$ cat src/rtl/core/slwc_pkg.sv
// Shared types and constants for the sorted list with cursor.
package slwc_pkg;

	localparam int DATA_W = 32;
	localparam int CAPACITY_DEF = 64;
	localparam int REQ_W = 3;
	localparam int ERR_W = 2;

	localparam logic [REQ_W-1:0] REQ_QUERY   = 3'd0;
	localparam logic [REQ_W-1:0] REQ_INSERT  = 3'd1;
	localparam logic [REQ_W-1:0] REQ_DELETE  = 3'd2;
	localparam logic [REQ_W-1:0] REQ_ADVANCE = 3'd3;
	localparam logic [REQ_W-1:0] REQ_RETREAT = 3'd4;
	localparam logic [REQ_W-1:0] REQ_FIRST   = 3'd5;
	localparam logic [REQ_W-1:0] REQ_LAST    = 3'd6;

	localparam logic [ERR_W-1:0] ERR_OK   = 2'd0;
	localparam logic [ERR_W-1:0] ERR_POS  = 2'd1;
	localparam logic [ERR_W-1:0] ERR_PAST = 2'd2;
	localparam logic [ERR_W-1:0] ERR_FULL = 2'd3;

	typedef struct packed {
		logic ins;
		logic del;
	} cell_op_t;

endpackage

$ cat src/rtl/core/slwc_cell.sv
// One storage cell of the sorted list: holds one element and shifts with its neighbors.
module slwc_cell #(
	parameter int IDX = 0,
	parameter int CNT_W = 7
) (
	input  logic                            clk,
	input  slwc_pkg::cell_op_t              op,
	input  logic [CNT_W-1:0]                count,
	input  logic [CNT_W-1:0]                cursor,
	input  logic signed [slwc_pkg::DATA_W-1:0] new_value,
	input  logic signed [slwc_pkg::DATA_W-1:0] left_entry,
	input  logic                            left_le,
	input  logic signed [slwc_pkg::DATA_W-1:0] right_entry,
	output logic signed [slwc_pkg::DATA_W-1:0] entry,
	output logic                            le,
	output logic                            hit
);

	logic signed [slwc_pkg::DATA_W-1:0] entry_q;
	logic                               occ;
	logic                               del_here;

	assign occ      = CNT_W'(IDX) < count;
	assign le       = occ && (entry_q <= new_value);
	assign hit      = cursor == CNT_W'(IDX + 1);
	assign del_here = cursor <= CNT_W'(IDX + 1);
	assign entry    = entry_q;

	always_ff @(posedge clk) begin
		if (op.ins && !le) begin
			entry_q <= left_le ? new_value : left_entry;
		end else if (op.del && del_here) begin
			entry_q <= right_entry;
		end
	end

endmodule
$ cat config.mk
export PLATFORM = sky130hd
export DESIGN_NAME = slwc_cell
export DESIGN_NICKNAME = d
export VERILOG_FILES = /design/src/rtl/core/slwc_pkg.sv /design/src/rtl/core/slwc_cell.sv
export SDC_FILE = /design/constraint.sdc
export NUM_CORES = 1
export LEC_CHECK = 0
export BUFFER_PORTS_ARGS = -buffer_cell sky130_fd_sc_hd__buf_2
export CELL_PAD_IN_SITES_DETAIL_PLACEMENT = 1
export CELL_PAD_IN_SITES_GLOBAL_PLACEMENT = 1
export CORE_ASPECT_RATIO = 1.4
export CORE_UTILIZATION = 31
export CTS_BUF_LIST = sky130_fd_sc_hd__clkbuf_16
export CTS_CLUSTER_DIAMETER = 80
export DETAILED_ROUTE_END_ITERATION = 8
export PLACE_DENSITY = 0.81
export SETUP_SLACK_MARGIN = 0.02
export SLEW_MARGIN = 30
export SYNTH_ARGS = -nofsm -noshare
export SYNTH_HDL_FRONTEND = slang
export SYNTH_SLANG_ARGS = --single-unit
$ cat constraint.sdc
create_clock -name clk -period 3.2 [get_ports clk]
set_clock_uncertainty 0.2 [all_clocks]
set_input_delay 0.32 -clock clk [delete_from_list [all_inputs] [get_ports clk]]
set_output_delay 0.32 -clock clk [all_outputs]
set_load 0.01 [all_outputs]
==> summary.md <==
The run finished, with violations left. The checks that failed: setup timing. In this run the horizontal extent of the chip is 81.75 um. The remaining global-route overflow is 0, and the clock buffer count from CTS is 5.

After routing, the total negative slack on setup checks comes to -0.07059 ns. The ratio of routed vias to standard cells is 4.929, and the fraction of the mapped netlist area in compound gates is 0.07706. The total via count after detailed routing was 2435. The number of hold violations in the final report was 0. The root buffer cell chosen for the clock tree is sky130_fd_sc_hd__clkbuf_16. The final layout contains 534 nets. Among all stages on the critical path, the largest delay is contributed by sky130_fd_sc_hd__or4_4. The post-layout minimum cycle time came out at 3.212 ns.

Measured slew at the worst slew-check pin: 1.006 ns. Data on the critical path arrives at its endpoint at 3.03 ns. In this run the worst path has a maximum fanout of 16.

Dividing the detail-routed wire length by the instance count gives 16.79 um. The core utilization of the finished layout is 0.4497. Input and output buffers added on the ports amount to 147. Cell class contributing the biggest share of worst-path delay: compound AO/OA/AOI/OAI gates. The critical path is of the flip-flop to flip-flop type.

Once placement completed, the tool counted placed cells totaling 483. The floorplan die height works out to 113.6 um. 148 I/O pins were placed. The sequential standard cell area was 960.9 um2. The share of synthesized flip-flops with an asynchronous set or reset came out at 0. The proportion of synthesized area in mux cells was 0.3005.

The type of the most critical hold path was input port to flip-flop. For the worst slew margin relative to its limit, the log shows 0.3243. Before CTS, the worst setup slack after placement is -0.06561 ns. The share of the clock period used by the worst path works out to 1.004. In this run the cell area of the synthesized design comes to 2760 um2. The number of nets handed over by synthesis was 378.

The worst setup path is launched from a flip-flop. The leading area contributor after synthesis is sky130_fd_sc_hd__edfxtp_1. The total setup violations reported at the end of the flow is 15. The cell count after synthesis came out at 232. Walking the worst path, the cells encountered are ha_4 -> nand4_1 -> or4_4 -> o311a_1 -> a22oi_2 -> o311ai_4 -> buf_8 -> mux2_4. TritonCTS built the clock tree. After synthesis, the most frequently instantiated cells are sky130_fd_sc_hd__inv_1, sky130_fd_sc_hd__mux2_2, sky130_fd_sc_hd__edfxtp_1, sky130_fd_sc_hd__ha_1, sky130_fd_sc_hd__mux2_4. For this design the static power due to leakage is 1.903 nW. Number of global-route vias before repair: 2632.

The longest clock path from root to sink contains 2 buffers. The tools report the number of search-and-repair iterations in the first detailed-routing pass as 4. In this run the number of cells on the critical path is 8. The final max-slew violation count is 0, and the average cell area after synthesis is 11.90 um2. The tool flagged a number of max-cap violations equal to 0.

Setup repair after global routing could not meet its margin everywhere. The number of routed nets with antenna violations came out at 0. Summing all non-filler instances in the final layout gives an area of 3871 um2. The sequential area share after synthesis was 0.3481. Yosys attributes the largest share of cell area to sky130_fd_sc_hd__edfxtp_1, sky130_fd_sc_hd__mux2_4, sky130_fd_sc_hd__ha_1. In this run the core area contains 40 standard-cell rows. Counting the fill cells in the layout gives 1010. The sum of net half-perimeters after detailed placement came out at 6.532 mm. Dividing total power by cell area gives a power density of 456.0 nW/um2. The share of the synthesized area in the top cell type is 0.3481. The register with the most flip-flops in the layout has 32 of them. The number of buffers and inverters on the critical path was 1. The clock tree synthesis step divided the H-tree into 2 levels. From synthesis to final layout, the design area changed by 40.25%. The worst setup path is captured at a flip-flop. The synthesized netlist contains 28 unique library cells. The logs give 0.7412 for the routability congestion estimate from global placement and 50 for the initial DRC count. The clock-pin slew of the registers on the worst-case setup and hold paths is 0.05 ns. After detailed routing, the number of remaining DRC violations is 0. For this block, the routed nets add up to 8.294 mm of wire.

Basic-gate share of the synthesized area counting and, or, nand and nor cells: 0.06392. The logs give 0.27 ns for the clock insertion delay at the later pin of the skew report and 1 for the number of antenna violations at the first check in global routing. STA puts the critical path data required time at 3.02 ns. The multi-input logic area was 1712 um2; the smallest setup slack after layout was -0.01201 ns. In this design, the stage delay of the slowest critical-path cell is 0.58 ns.

CTS saw 32 sinks. The logs give 33 for the largest net degree at the start of global routing and 0 for the total number of yosys warnings. The synthesized design contains 32 enable-type register cells. The first global-routing pass estimated 12.10 mm of wire. The die covers 9290 um2. Static timing analysis puts the maximum clock frequency at 311.3 MHz. The core area was 8608 um2; the total cell area at the placement stage was 3646 um2. The worst hold path passes through 2 cells. The main combinational cell family by area after synthesis is multiplexers.

In this run the post-CTS setup repair buffer count came out at 0. The register bit count reported by yosys works out to 32. For the final instance count without filler cells, the log shows 494. Synthesized-area fraction occupied by xor and xnor cells: 0. The tools report the number of hold buffers added after cts as 0. The worst reg2reg path depth came out at 8. On the final layout, the worst hold slack is 0.1480 ns.

For this run, the leading register cell type out of synthesis is sky130_fd_sc_hd__edfxtp_1. Across the VDD grid, the largest voltage drop is 0.3110 mV. The run gives 0.3206 as the initial standard-cell utilization of the core. The adder and majority gate portion of the synthesized area is 0.1451, and the overall routing resource usage is 0.1727. The fraction of final layout cells with drive strength greater than 1 works out to 0.6057. Power comes to 1.765 mW.
[placed cells by master, fill, tap and decap left out, drive strengths merged]
| master | count |
|---|---|
| edfxtp | 32 |
| clkinv | 2 |
| o311a | 1 |
| o211ai | 2 |
| buf | 153 |
| nor3 | 4 |
| and2 | 1 |
| nand4 | 8 |
| o21ai | 5 |
| nor2b | 1 |
| or3 | 1 |
| nand2 | 9 |
| a221oi | 1 |
| a22oi | 1 |
| clkbuf | 5 |
| o311ai | 1 |
| nand3 | 3 |
| ha | 32 |
| a2111o | 1 |
| nor4 | 1 |
| diode | 1 |
| a21o | 4 |
| o32a | 1 |
| or4 | 3 |
| mux2 | 64 |
| inv | 35 |
| a21oi | 17 |
[path summary, 6_finish.rpt]
check	start	endpoint	slack [ns]
worst max register to register	entry[25]	entry[12]	-0.01
worst min register to register	entry[31]	entry[5]	1.10
worst min-delay path	right_entry[26]	entry[26]	0.15
worst max-delay path	entry[25]	entry[12]	-0.01
[cell families after synthesis]
logic type,count (synthesis)
buffers and inverters,42
multiplexers,64
adder cells (fa/ha/maj),32
AND/OR/NAND/NOR,31
flip-flops,32
AO/OA/AOI/OAI,31
[report_power, final]
part	switching (mW)	internal (mW)	total, mW
Sequential	0.0395	0.566	0.605
Combinational	0.345	0.373	0.718
Clock	0.164	0.278	0.442
[cell type report]
type | count | share of cell area
diodes | 1 | 0.0006464
clock buffers | 5 | 0.03232
clock inverters | 2 | 0.001939
inverters | 35 | 0.03394
multi-input cells | 161 | 0.4421
flip-flops and latches | 32 | 0.2482
well taps | 105 | 0.03394
repair buffers | 153 | 0.2069
[layer usage]
| layer | GRT usage | vias up | routed length, um |
|---|---|---|---|
| met1 | 0.1740 | 1146 | 2945 |
| met2 | 0.3427 | 92 | 4724 |
| li1 | - | 1185 | - |
| met5 | 0 | - | 0 |
| met4 | 0.05146 | 0 | 167 |
| met3 | 0.03040 | 12 | 456 |
[timing repair]
action	CTS	global route
endpoints found under the hold margin	0	0
pin swaps	0	2
endpoints found under the setup margin	48	65
resized for setup	2	6
cloned	1	2
Power figures use the tool's default switching activity.
